[src/design/gxtte_pkg.sv]
// ----------------------------------------------------------------------------
// gxtte_pkg
// shared types, codes and arithmetic helpers of the tiled texel encoder
// ----------------------------------------------------------------------------
package gxtte_pkg;

  localparam int unsigned MaxTiles = 256;
  localparam int unsigned TileW    = $clog2(MaxTiles) + 1;  // holds 1..MaxTiles
  localparam int unsigned CountW   = 10;                    // pixel column / row
  localparam int unsigned OffsetW  = 21;
  localparam int unsigned DataW    = 16;

  // register indexes of the configuration port
  typedef enum logic [1:0] {
    REG_FORMAT = 2'd0,
    REG_WIDE   = 2'd1,
    REG_HIGH   = 2'd2
  } reg_index_t;

  // texel formats
  localparam logic FMT_I4     = 1'b0;
  localparam logic FMT_RGB565 = 1'b1;

  // write kinds
  typedef enum logic [1:0] {
    KIND_HI_NIBBLE = 2'd0,
    KIND_LO_NIBBLE = 2'd1,
    KIND_BE_HALF   = 2'd2
  } write_kind_t;

  // effective configuration, tile counts already clamped to 1..MaxTiles
  typedef struct packed {
    logic              texel_format;
    logic [TileW-1:0]  tiles_wide;
    logic [TileW-1:0]  tiles_high;
  } cfg_t;

  // raster position of one pixel
  typedef struct packed {
    logic [CountW-1:0] col;
    logic [CountW-1:0] row;
    logic              last;
  } pos_t;

  // round(c * maxv / 255), division by 255 done with the shift-add identity
  function automatic logic [5:0] scale_chan(input logic [7:0] c, input logic [5:0] maxv);
    logic [15:0] v;
    logic [15:0] q;
    v = 16'({8'd0, c} * {10'd0, maxv}) + 16'd127;
    q = (v + (v >> 8) + 16'd1) >> 8;
    return q[5:0];
  endfunction

  // top nibble of (r + g + b) / 3, using 683 / 2048 as the reciprocal
  function automatic logic [3:0] luma_nibble(input logic [7:0] r, input logic [7:0] g,
                                             input logic [7:0] b);
    logic [9:0]  sum;
    logic [19:0] prod;
    sum  = {2'd0, r} + {2'd0, g} + {2'd0, b};
    prod = {10'd0, sum} * 20'd683;
    return prod[18:15];
  endfunction

endpackage

[src/design/gxtte_cfg_regs.sv]
// ----------------------------------------------------------------------------
// gxtte_cfg_regs
// configuration registers; clamps tile counts and flags each known-index write
// ----------------------------------------------------------------------------
module gxtte_cfg_regs (
  input  logic                clk,
  input  logic                rst,
  input  logic                cfg_valid,
  input  logic [1:0]          cfg_index,
  input  logic [8:0]          cfg_data,
  output gxtte_pkg::cfg_t     cfg,
  output logic                restart
);
  import gxtte_pkg::*;

  logic             texel_format;
  logic [TileW-1:0] tiles_wide;
  logic [TileW-1:0] tiles_high;
  logic             known_index;

  always_comb begin
    case (cfg_index)
      REG_FORMAT, REG_WIDE, REG_HIGH: known_index = 1'b1;
      default:                        known_index = 1'b0;
    endcase
  end

  assign restart = cfg_valid && known_index;

  // register file
  always_ff @(posedge clk) begin
    if (rst) begin
      texel_format <= FMT_I4;
      tiles_wide   <= TileW'(1);
      tiles_high   <= TileW'(1);
    end else if (cfg_valid) begin
      case (cfg_index)
        REG_FORMAT: texel_format <= cfg_data[0];
        REG_WIDE:   tiles_wide   <= cfg_data[TileW-1:0];
        REG_HIGH:   tiles_high   <= cfg_data[TileW-1:0];
        default: ;
      endcase
    end
  end

  // zero acts as one, anything above the maximum acts as the maximum
  function automatic logic [TileW-1:0] clamp_tiles(input logic [TileW-1:0] raw);
    if (raw == '0) return TileW'(1);
    if (raw > TileW'(MaxTiles)) return TileW'(MaxTiles);
    return raw;
  endfunction

  assign cfg.texel_format = texel_format;
  assign cfg.tiles_wide   = clamp_tiles(tiles_wide);
  assign cfg.tiles_high   = clamp_tiles(tiles_high);

endmodule

[src/design/gxtte_raster.sv]
// ----------------------------------------------------------------------------
// gxtte_raster
// column and row counters of the raster scan, with end-of-image detection
// ----------------------------------------------------------------------------
module gxtte_raster (
  input  logic                clk,
  input  logic                rst,
  input  gxtte_pkg::cfg_t     cfg,
  input  logic                restart,
  input  logic                advance,
  output gxtte_pkg::pos_t     pos
);
  import gxtte_pkg::*;

  logic [CountW-1:0] col;
  logic [CountW-1:0] row;
  logic [CountW-1:0] col_next;
  logic [CountW-1:0] row_next;
  logic              row_end;
  logic              col_end;

  // pixel width is tiles * 4
  assign col_end = ({1'b0, col} + (CountW+1)'(1)) >= {cfg.tiles_wide, 2'b00};
  assign row_end = ({1'b0, row} + (CountW+1)'(1)) >= {cfg.tiles_high, 2'b00};

  always_comb begin
    col_next = col;
    row_next = row;
    if (restart) begin
      col_next = '0;
      row_next = '0;
    end else if (advance) begin
      if (col_end) begin
        col_next = '0;
        row_next = row_end ? '0 : row + CountW'(1);
      end else begin
        col_next = col + CountW'(1);
      end
    end
  end

  always_ff @(posedge clk) begin
    if (rst) begin
      col <= '0;
      row <= '0;
    end else begin
      col <= col_next;
      row <= row_next;
    end
  end

  assign pos.col  = col;
  assign pos.row  = row;
  assign pos.last = col_end && row_end;

endmodule

[src/design/gxtte_texel_calc.sv]
// ----------------------------------------------------------------------------
// gxtte_texel_calc
// tiled byte offset, texel data and write kind of one registered pixel
// ----------------------------------------------------------------------------
module gxtte_texel_calc (
  input  gxtte_pkg::cfg_t     cfg,
  input  gxtte_pkg::pos_t     pos,
  input  logic [7:0]          red,
  input  logic [7:0]          green,
  input  logic [7:0]          blue,
  output logic [20:0]         byte_offset,
  output logic [15:0]         write_data,
  output logic [1:0]          write_kind
);
  import gxtte_pkg::*;

  logic [16:0] tile_row_base;
  logic [16:0] tile_sum;
  logic [15:0] tile;
  logic [4:0]  r5;
  logic [5:0]  g6;
  logic [4:0]  b5;
  write_kind_t kind;

  // tile index = (row / 4) * tiles_wide + col / 4
  assign tile_row_base = {9'd0, pos.row[CountW-1:2]} * {8'd0, cfg.tiles_wide};
  assign tile_sum      = tile_row_base + {9'd0, pos.col[CountW-1:2]};
  assign tile          = tile_sum[15:0];

  // rgb565 channel scaling
  assign r5 = 5'(scale_chan(red,   6'd31));
  assign g6 = scale_chan(green, 6'd63);
  assign b5 = 5'(scale_chan(blue,  6'd31));

  always_comb begin
    if (cfg.texel_format == FMT_RGB565) begin
      byte_offset = {tile, pos.row[1:0], pos.col[1:0], 1'b0};
      write_data  = {r5, g6, b5};
      kind        = KIND_BE_HALF;
    end else begin
      byte_offset = {2'd0, tile, pos.row[1:0], pos.col[1]};
      write_data  = {12'd0, luma_nibble(red, green, blue)};
      kind        = pos.col[0] ? KIND_LO_NIBBLE : KIND_HI_NIBBLE;
    end
  end

  assign write_kind = kind;

endmodule

[src/design/gx_tiled_texel_encoder.sv]
// ----------------------------------------------------------------------------
// gx_tiled_texel_encoder
// raster rgb pixels in, write commands for a 4x4-tiled texture out
// ----------------------------------------------------------------------------
// Accepts one raster-order pixel per clock while the output is not stalled,
// and returns one write word per pixel, held first in the input register,
// then in the result register. The path between them is the tile-row multiply
// (row/4 times tiles_wide, 8 by 9 bits) plus the offset add. Output stalls
// hold the pipeline without dropping words; the slave side stays ready
// whenever the result register is free or being drained. Configuration
// writes are taken at any time, restart the image and should be issued
// only while the block is empty.
module gx_tiled_texel_encoder (
  input  logic        clk,
  input  logic        rst,
  // pixel stream
  input  logic        s_tvalid,
  output logic        s_tready,
  input  logic [23:0] s_tdata,   // red[7:0], green[15:8], blue[23:16]
  // write stream
  output logic        m_tvalid,
  input  logic        m_tready,
  output logic [39:0] m_tdata,   // byte_offset[20:0], write_data[36:21], zero[39:37]
  output logic [1:0]  m_tuser,   // write_kind[1:0]
  output logic        m_tlast,   // last pixel of the image
  // configuration
  input  logic        cfg_valid,
  output logic        cfg_ready,
  input  logic [1:0]  cfg_index,
  input  logic [8:0]  cfg_data
);
  import gxtte_pkg::*;

  cfg_t        cfg;
  pos_t        pos;
  logic        restart;
  logic        in_accept;
  logic        out_load;

  logic        s1_valid;
  pos_t        s1_pos;
  logic [7:0]  s1_red;
  logic [7:0]  s1_green;
  logic [7:0]  s1_blue;

  logic [20:0] calc_offset;
  logic [15:0] calc_data;
  logic [1:0]  calc_kind;

  logic [20:0] out_offset;
  logic [15:0] out_data;

  assign cfg_ready = 1'b1;

  gxtte_cfg_regs u_cfg (
    .clk       (clk),
    .rst       (rst),
    .cfg_valid (cfg_valid),
    .cfg_index (cfg_index),
    .cfg_data  (cfg_data),
    .cfg       (cfg),
    .restart   (restart)
  );

  gxtte_raster u_raster (
    .clk     (clk),
    .rst     (rst),
    .cfg     (cfg),
    .restart (restart),
    .advance (in_accept),
    .pos     (pos)
  );

  // handshake: result register loads when empty or being drained
  assign out_load  = !m_tvalid || m_tready;
  assign s_tready  = !s1_valid || out_load;
  assign in_accept = s_tvalid && s_tready;

  // input register
  always_ff @(posedge clk) begin
    if (rst) begin
      s1_valid <= 1'b0;
    end else if (in_accept) begin
      s1_valid <= 1'b1;
    end else if (out_load) begin
      s1_valid <= 1'b0;
    end
  end

  always_ff @(posedge clk) begin
    if (in_accept) begin
      s1_pos   <= pos;
      s1_red   <= s_tdata[7:0];
      s1_green <= s_tdata[15:8];
      s1_blue  <= s_tdata[23:16];
    end
  end

  gxtte_texel_calc u_calc (
    .cfg         (cfg),
    .pos         (s1_pos),
    .red         (s1_red),
    .green       (s1_green),
    .blue        (s1_blue),
    .byte_offset (calc_offset),
    .write_data  (calc_data),
    .write_kind  (calc_kind)
  );

  // result register
  always_ff @(posedge clk) begin
    if (rst) begin
      m_tvalid <= 1'b0;
    end else if (out_load) begin
      m_tvalid <= s1_valid;
    end
  end

  always_ff @(posedge clk) begin
    if (out_load && s1_valid) begin
      out_offset <= calc_offset;
      out_data   <= calc_data;
      m_tuser    <= calc_kind;
      m_tlast    <= s1_pos.last;
    end
  end

  assign m_tdata = {3'd0, out_data, out_offset};

endmodule

[config.mk]
export PLATFORM = sky130hd
export DESIGN_NAME = gx_tiled_texel_encoder
export DESIGN_NICKNAME = d
export VERILOG_FILES = /design/src/design/gxtte_pkg.sv /design/src/design/gxtte_cfg_regs.sv /design/src/design/gxtte_raster.sv /design/src/design/gxtte_texel_calc.sv /design/src/design/gx_tiled_texel_encoder.sv
export SDC_FILE = /design/constraint.sdc
export NUM_CORES = 1
export LEC_CHECK = 0
export BUFFER_PORTS_ARGS = -buffer_cell sky130_fd_sc_hd__buf_2
export CORE_UTILIZATION = 25
export DETAILED_ROUTE_END_ITERATION = 16
export GPL_TIMING_DRIVEN = 0
export PLACE_DENSITY_LB_ADDON = 0.2
export SETUP_SLACK_MARGIN = 0.4
export SLEW_MARGIN = 20
export SYNTH_ARGS = -nofsm -noshare
export SYNTH_HDL_FRONTEND = slang
export SYNTH_HIERARCHICAL = 1
export SYNTH_SLANG_ARGS = --single-unit
[constraint.sdc]
create_clock -name clk -period 11.2 [get_ports clk]
set_input_delay 1.12 -clock clk [delete_from_list [all_inputs] [get_ports clk]]
set_output_delay 1.12 -clock clk [all_outputs]
set_load 0.05 [all_outputs]
==> impl_metrics.env, run 1 <==
export IMPL_drt_iter0_drc=461
export IMPL_crit_required_ps=11410
export IMPL_maxCapViolations=0
export IMPL_cts_buffers=17
export IMPL_antenna_found_initial=1
export IMPL_startpoint_type="register"
export IMPL_clockBufferDepth=2
export IMPL_finalMaxSlewViolations=0
export IMPL_overflow=0
export IMPL_reg2reg_slack_ps=3500
export IMPL_arrival_ps=7920
export IMPL_ant_nets=0
export IMPL_synthFlopType="edfxtp_1"
export IMPL_final_setup_worst_slack_ps=3500
export IMPL_syn_inst=1500
export IMPL_rows=88
export IMPL_ys_seq_elements=126
export IMPL_hold_path_class="register to register"
export IMPL_hold_viol=0
export IMPL_slew_headroom=0.391
export IMPL_path_class="register to register"
export IMPL_dp_hpwl_microns=29100
export IMPL_postCtsResizedCells=0
export IMPL_initial_core_util=0.254
export IMPL_gp_congestion=0.827
export IMPL_place_ws_ps=3490
export IMPL_io_buffers=81
export IMPL_synth_cell_type_count=81
export IMPL_syn_mean_instance_area_sq_um=9.82
export IMPL_setup_tns_ps=0
export IMPL_grt_pass1_wl_microns=58600
export IMPL_clk_pin_slew_ps=70
export IMPL_dieWidth_microns=245
export IMPL_fin_crit_sh=0.688
export IMPL_setup_viol=0
export IMPL_fill_cells=6143
export IMPL_grt_pass1_vias=11000
export IMPL_post_route_drc_count=0
export IMPL_rr_worst_depth=27
export IMPL_synth_edf_count=85
export IMPL_cts_setup_buffers=0
export IMPL_die_h_microns=245
export IMPL_yosysSeqAreaShare=0.229
export IMPL_grt_usage=0.125
export IMPL_min_delay_path_depth=0
export IMPL_final_setup_skew_ps=15.8
export IMPL_die_area_sq_um=59900
export IMPL_final_layout_size_suffix_gt1_frac=0.108
export IMPL_power_density_nw_per_um2=269
export IMPL_routed_via_density=4.43
export IMPL_r2r_start="s1_green[1]$_DFFE_PP_"
export IMPL_cts_hold_buf=0
export IMPL_ys_async_sr_fraction=0
export IMPL_core_sq_um=57900
export IMPL_syn2layout_area_growth_pct=13.2
export IMPL_wirelength_microns=35300
export IMPL_hold_path_endpoint="m_tlast$_DFFE_PP_"
export IMPL_dr_pass1_iters=4
export IMPL_nets=1999
export IMPL_outcome="finished clean"
export IMPL_synth_warnings=6
export IMPL_cts_tree="yes"
export IMPL_cts_sinks=126
export IMPL_rsz0062_at_grt="no"
export IMPL_cp_max_fo=9
export IMPL_antenna_cells=0
export IMPL_irDropWorstVdd_uv=209
export IMPL_fmax_ghz=0.130
export IMPL_mappedNetlistArea_sq_um=14700
export IMPL_ios=86
export IMPL_hp_start="s1_pos[0]$_DFFE_PP_"
export IMPL_clock_insertion_delay_worst_skew_ps=470
export IMPL_grt_max_degree=52
export IMPL_min_period_ps=7700
export IMPL_num_vias=10500
export IMPL_worst_pin_slew_ps=907
export IMPL_p_leak_nw=7.78
export IMPL_r2r_end="out_data[0]$_DFFE_PP_"
export IMPL_root_buffer="clkbuf_16"
export IMPL_cp_end_kind="register"
export IMPL_htree_levels=4
export IMPL_routedWlPerCell_microns=14.8
cells by family after synthesis:
group	after synthesis	synth area share
compound gates	244	0.113
xor+xnor	92	0.0547
fa+ha+maj	357	0.367
buf+inv	255	0.0686
flops	126	0.229
mux	42	0.0300
other cells	2	0.000510
simple gates	382	0.136
synth_stat cells (7+ instances only):
cell | number | share of area
ha_1 | 231 | 0.20
inv_1 | 214 | 0.055
fa_1 | 126 | 0.17
nand2_1 | 104 | 0.027
edfxtp_1 | 85 | 0.17
nor2_1 | 62 | 0.016
a21oi_1 | 61 | 0.021
xnor2_1 | 56 | 0.033
o21ai_0 | 45 | 0.015
dfxtp_1 | 41 | 0.056
nand2b_1 | 39 | 0.017
xor2_1 | 36 | 0.021
and2_1 | 32 | 0.014
nor3_1 | 27 | 0.0092
a21o_1 | 26 | 0.013
mux2i_1 | 25 | 0.017
nand3_1 | 25 | 0.0085
clkbuf_1 | 22 | 0.0056
mux2_2 | 17 | 0.013
o21a_1 | 16 | 0.0082
nor2b_1 | 14 | 0.0059
a211oi_1 | 13 | 0.0066
and3_1 | 13 | 0.0055
nand4_1 | 13 | 0.0055
buf_4 | 9 | 0.0046
a211o_1 | 7 | 0.0042
and2b_2 | 7 | 0.0042
nor4_1 | 7 | 0.0030
o211ai_1 | 7 | 0.0036
o21bai_1 | 7 | 0.0036
or3_1 | 7 | 0.0030
where the power goes:
| part | internal (mW) | switching (mW) | leakage, nW | total, mW |
|---|---|---|---|---|
| logic | 1.44 | 1.90 | 6.33 | 3.34 |
| clock network | 0.317 | 0.231 | 0.286 | 0.548 |
| registers | 0.562 | 0.0307 | 1.16 | 0.593 |
| total | 2.32 | 2.16 | 7.78 | 4.48 |
stage by stage:
stage                util  power, mW  std cells  hold WS, ps  area (sq um)
floorplan               -       3.19       1502          400         14700
global placement    0.278       3.94       2348          417         16100
detailed placement  0.278       3.97       2348          409         16100
CTS                 0.288       4.58       2380          432         16700
global route        0.288       5.09       2380          441         16700
finish              0.288       4.48       2380          429         16700
registers in the layout, indices dropped and copies added (netlist names):
| name | cells |
|---|---|
| u_cfg/tiles_high | 9 |
| s1_red | 8 |
| m_tuser | 2 |
| out_data | 16 |
| m_tvalid | 1 |
| u_raster/row | 10 |
| u_cfg/tiles_wide | 9 |
| s1_blue | 8 |
| s1_green | 8 |
| s1_valid | 1 |
| u_cfg/texel_format | 1 |
| out_offset | 21 |
| s1_pos | 21 |
| m_tlast | 1 |
| u_raster/col | 10 |
per-layer routing:
layer  share of wire  GRT usage  vias up
li1                -          -     5343
met1            0.48      0.164     5028
met2            0.47      0.207      134
met3           0.029     0.0241       35
met4           0.019     0.0393        0
met5               0          0        -
worst max path at each step:
stage | depth (start not counted) | startpoint | to | slack, ps
6_report | 27 | s1_green[1]$_DFFE_PP_ | out_data[0]$_DFFE_PP_ | 3500
2_1_floorplan | 30 | s1_green[0]$_DFFE_PP_ | out_data[0]$_DFFE_PP_ | 4620
5_1_grt | 27 | s1_green[1]$_DFFE_PP_ | out_data[3]$_DFFE_PP_ | 2840
3_3_place_gp | 27 | s1_green[1]$_DFFE_PP_ | out_data[0]$_DFFE_PP_ | 3500
4_1_cts | 27 | s1_green[1]$_DFFE_PP_ | out_data[0]$_DFFE_PP_ | 3460
3_5_place_dp | 27 | s1_green[1]$_DFFE_PP_ | out_data[0]$_DFFE_PP_ | 3490
layout by cell type, fill, tap and decap left out, types with 26 or more instances in the layout:
cell,netlist,layout
edfxtp_1,85,85
and2_1,32,32
buf_2,4,85
inv_1,214,214
fa_1,126,126
nand2_1,104,104
o21ai_0,45,45
a21oi_1,61,61
xnor2_1,56,56
nand2b_1,39,39
ha_1,231,231
xor2_1,36,36
dfxtp_1,41,41
nor2_1,62,62
nor3_1,27,27
a21o_1,26,26
layout make-up:
| cell class | instances | area (sq um) | area share |
|---|---|---|---|
| Multi-Input combinational cell | 1121 | 10400 | 0.621 |
| Sequential cell | 126 | 3370 | 0.202 |
| Tap cell | 765 | 957 | 0.0574 |
| Inverter | 216 | 811 | 0.0486 |
| Clock buffer | 22 | 497 | 0.0298 |
| Timing Repair Buffer | 81 | 405 | 0.0243 |
| Buffer | 39 | 199 | 0.0119 |
| Clock inverter | 10 | 75.1 | 0.00450 |
critical path: stages, from the launching register on:
cell and delay (ps):
edfxtp_1 660, inv_1 280, fa_1 480, nor2b_1 120
o21ai_0 110, nor2b_1 160, xnor2_1 270, ha_1 330
o21a_1 200, o31ai_1 110, a21boi_0 740, ha_1 410
ha_1 300, inv_1 50, fa_1 520, inv_1 50
fa_1 500, inv_1 50, fa_1 510, inv_1 50
ha_1 300, o211ai_1 160, o21ai_0 90, o211ai_1 160
a31oi_1 150, a211oi_1 280, xnor2_1 130, mux2_2 270
Power figures use the tool's default switching activity.
==> inputs of run 2 (changes only) <==
==> constraint.sdc (replaced) <==
create_clock -name clk -period 6.4 [get_ports clk]
set_input_delay 0.64 -clock clk [delete_from_list [all_inputs] [get_ports clk]]
set_output_delay 0.64 -clock clk [all_outputs]
set_load 0.05 [all_outputs]
==> run 2 against run 1 <==
Net effect:
- the flow now finishes with violations (negative setup slack)
- final cell count increased by 2.2%
- cell area is 6.0% higher
- combinational power increased by 120%
- sequential power grew 74%
- fmax is 17% higher
- register-to-register slack worse by 3700 ps
- clock skew fell by 2.1 ps
- total power grew 110%
==> impl_metrics.env, run 2 (synthesis gave the netlist of run 1 again) <==
export IMPL_outcome="complete, but fails checks"
export IMPL_violations="negative setup slack"
export IMPL_p_int_mw=4.89
export IMPL_final_layout_size_suffix_gt1_frac=0.180
export IMPL_irDropWorstVdd_uv=429
export IMPL_cts_sinks=126
export IMPL_rr_worst_depth=29
export IMPL_setup_viol=4
export IMPL_clock_insertion_delay_worst_skew_ps=480
export IMPL_core_sq_um=57900
export IMPL_gp_congestion=0.829
export IMPL_critPathLaunch="s1_green[0]$_DFFE_PP_"
export IMPL_antenna_cells=0
export IMPL_crit_family="adder cells"
export IMPL_slew_headroom=0.370
export IMPL_final_setup_skew_ps=13.8
export IMPL_cp_end_kind="register"
export IMPL_place_ws_ps=-1040
export IMPL_ff_latch_area_sq_um=3370
export IMPL_instances_no_fill=2433
export IMPL_wirelength_microns=37000
export IMPL_reg2reg_slack_ps=-210
export IMPL_startpoint_type="register"
export IMPL_num_vias=10800
export IMPL_ios=86
export IMPL_io_buffers=81
export IMPL_post_route_drc_count=0
export IMPL_comb_power_share=0.782
export IMPL_maxCapViolations=0
export IMPL_place_inst=2348
export IMPL_worst_pin_slew_ps=945
export IMPL_p_leak_nw=8.14
export IMPL_p_clk_frac=0.107
export IMPL_min_period_ps=6610
export IMPL_clk_pin_slew_ps=60
export IMPL_drt_iter0_drc=412
export IMPL_r2r_start="s1_green[0]$_DFFE_PP_"
export IMPL_antenna_found_initial=1
export IMPL_root_buffer="clkbuf_16"
export IMPL_clockBufferDepth=2
export IMPL_power_density_nw_per_um2=524
export IMPL_rsz0062_at_grt="yes"
export IMPL_power_switching_mw=4.36
export IMPL_multi_input_area_sq_um=10900
export IMPL_overflow=0
export IMPL_routed_via_density=4.45
export IMPL_htree_levels=4
export IMPL_ant_nets=0
export IMPL_final_common_cell="ha_1"
export IMPL_fill_cells=6057
export IMPL_layout_common_cells="ha_1 (218), inv_1 (204), fa_1 (123), nand2_1 (102)"
export IMPL_hp_start="s_tdata[23]"
export IMPL_seq_power_share=0.111
export IMPL_hold_viol=0
export IMPL_max_stage_delay_ps=550
export IMPL_cts_tree="yes"
export IMPL_die_h_microns=245
export IMPL_routedWlPerCell_microns=15.2
export IMPL_fmax_ghz=0.151
export IMPL_grt_pass1_vias=11400
export IMPL_min_delay_path_depth=1
export IMPL_swShare=0.471
export IMPL_initial_core_util=0.254
export IMPL_path_depth=29
export IMPL_hold_path_class="input pin to register"
export IMPL_final_setup_worst_slack_ps=-209
export IMPL_dp_hpwl_microns=29400
export IMPL_grt_usage=0.129
export IMPL_finalMaxSlewViolations=0
export IMPL_largestRegisters="out_offset x21, s1_pos x21, out_data x16"
export IMPL_hold_slack_ps=340
export IMPL_nets=2052
export IMPL_grt_pass1_wl_microns=59900
export IMPL_syn2layout_area_growth_pct=19.9
export IMPL_grt_max_degree=52
export IMPL_dr_pass1_iters=5
export IMPL_crit_required_ps=6590
export IMPL_path_class="register to register"
export IMPL_cp_max_fo=3
export IMPL_fin_crit_sh=1.03
export IMPL_arrival_ps=6800
export IMPL_critical_path_buf_inv_count=4
export IMPL_cts_buffers=17
export IMPL_crit_slowest_cell="fa_1"
export IMPL_dieWidth_microns=245
export IMPL_die_area_sq_um=59900
export IMPL_cpMostUsedCell="ha_4"
export IMPL_p_total_mw=9.25
export IMPL_rows=88
==> run 2: cell types whose count changed in the layout (fill, tap and decap cells not counted), moves of 4 or more <==
cell,before,now
xnor2_1,56,48
ha_4,0,12
buf_6,1,9
a21oi_1,61,57
inv_2,0,8
inv_1,214,204
buf_4,9,54
xnor2_2,0,8
ha_1,231,218
o21ai_0,45,37
xor2_1,36,31
o21ai_1,3,9
nor3_1,27,23
==> run 2: power by group through the flow <==
stage                     sequential, mW  clock, mW  combinational (mW)
after CTS                           1.03       1.03                6.75
final                               1.03      0.987                7.23
after floorplan                     1.13          0                4.57
after detailed placement            1.06          0                5.98
after global routing                1.04       1.06                8.13
after global placement              1.06          0                5.90
==> run 2: worst paths after layout <==
kind | to
setup reg to reg | out_data[1]$_DFFE_PP_
hold reg to reg | m_tlast$_DFFE_PP_
hold / removal | s1_blue[7]$_DFFE_PP_
setup / recovery | out_data[1]$_DFFE_PP_
==> run 2: layout make-up <==
type / count / area share
repair buffers: 134 / 0.0470
multi-input cells: 1121 / 0.617
flip-flops and latches: 126 / 0.191
clock inverters: 9 / 0.00368
well taps: 765 / 0.0542
inverters: 216 / 0.0463
plain buffers: 39 / 0.0115
clock buffers: 23 / 0.0295
==> run 2: repair_timing <==
| action | in CTS | in global routing |
|---|---|---|
| pin swaps | 33 | 25 |
| hold endpoints to repair | 0 | 0 |
| gates cloned | 0 | 0 |
| hold buffers | 0 | 0 |
| resized for setup | 43 | 49 |
| setup buffers | 33 | 20 |
| setup endpoints to repair | 10 | 15 |
==> run 2: stage by stage <==
step	TNS, ps	utilization	cell area (sq um)
final	-780	0.305	17700
after CTS	-772	0.298	17300
after detailed placement	-4070	0.279	16200
after global placement	-3710	0.279	16200
after global routing	-1840	0.305	17700
after floorplan	0	-	14800
==> run 2: layer usage <==
layer	GRT usage	wire, microns	part of all wire
met5	0	0	0
met4	0.0425	706	0.019
met3	0.0253	1070	0.029
met2	0.215	17900	0.48
met1	0.167	17400	0.47
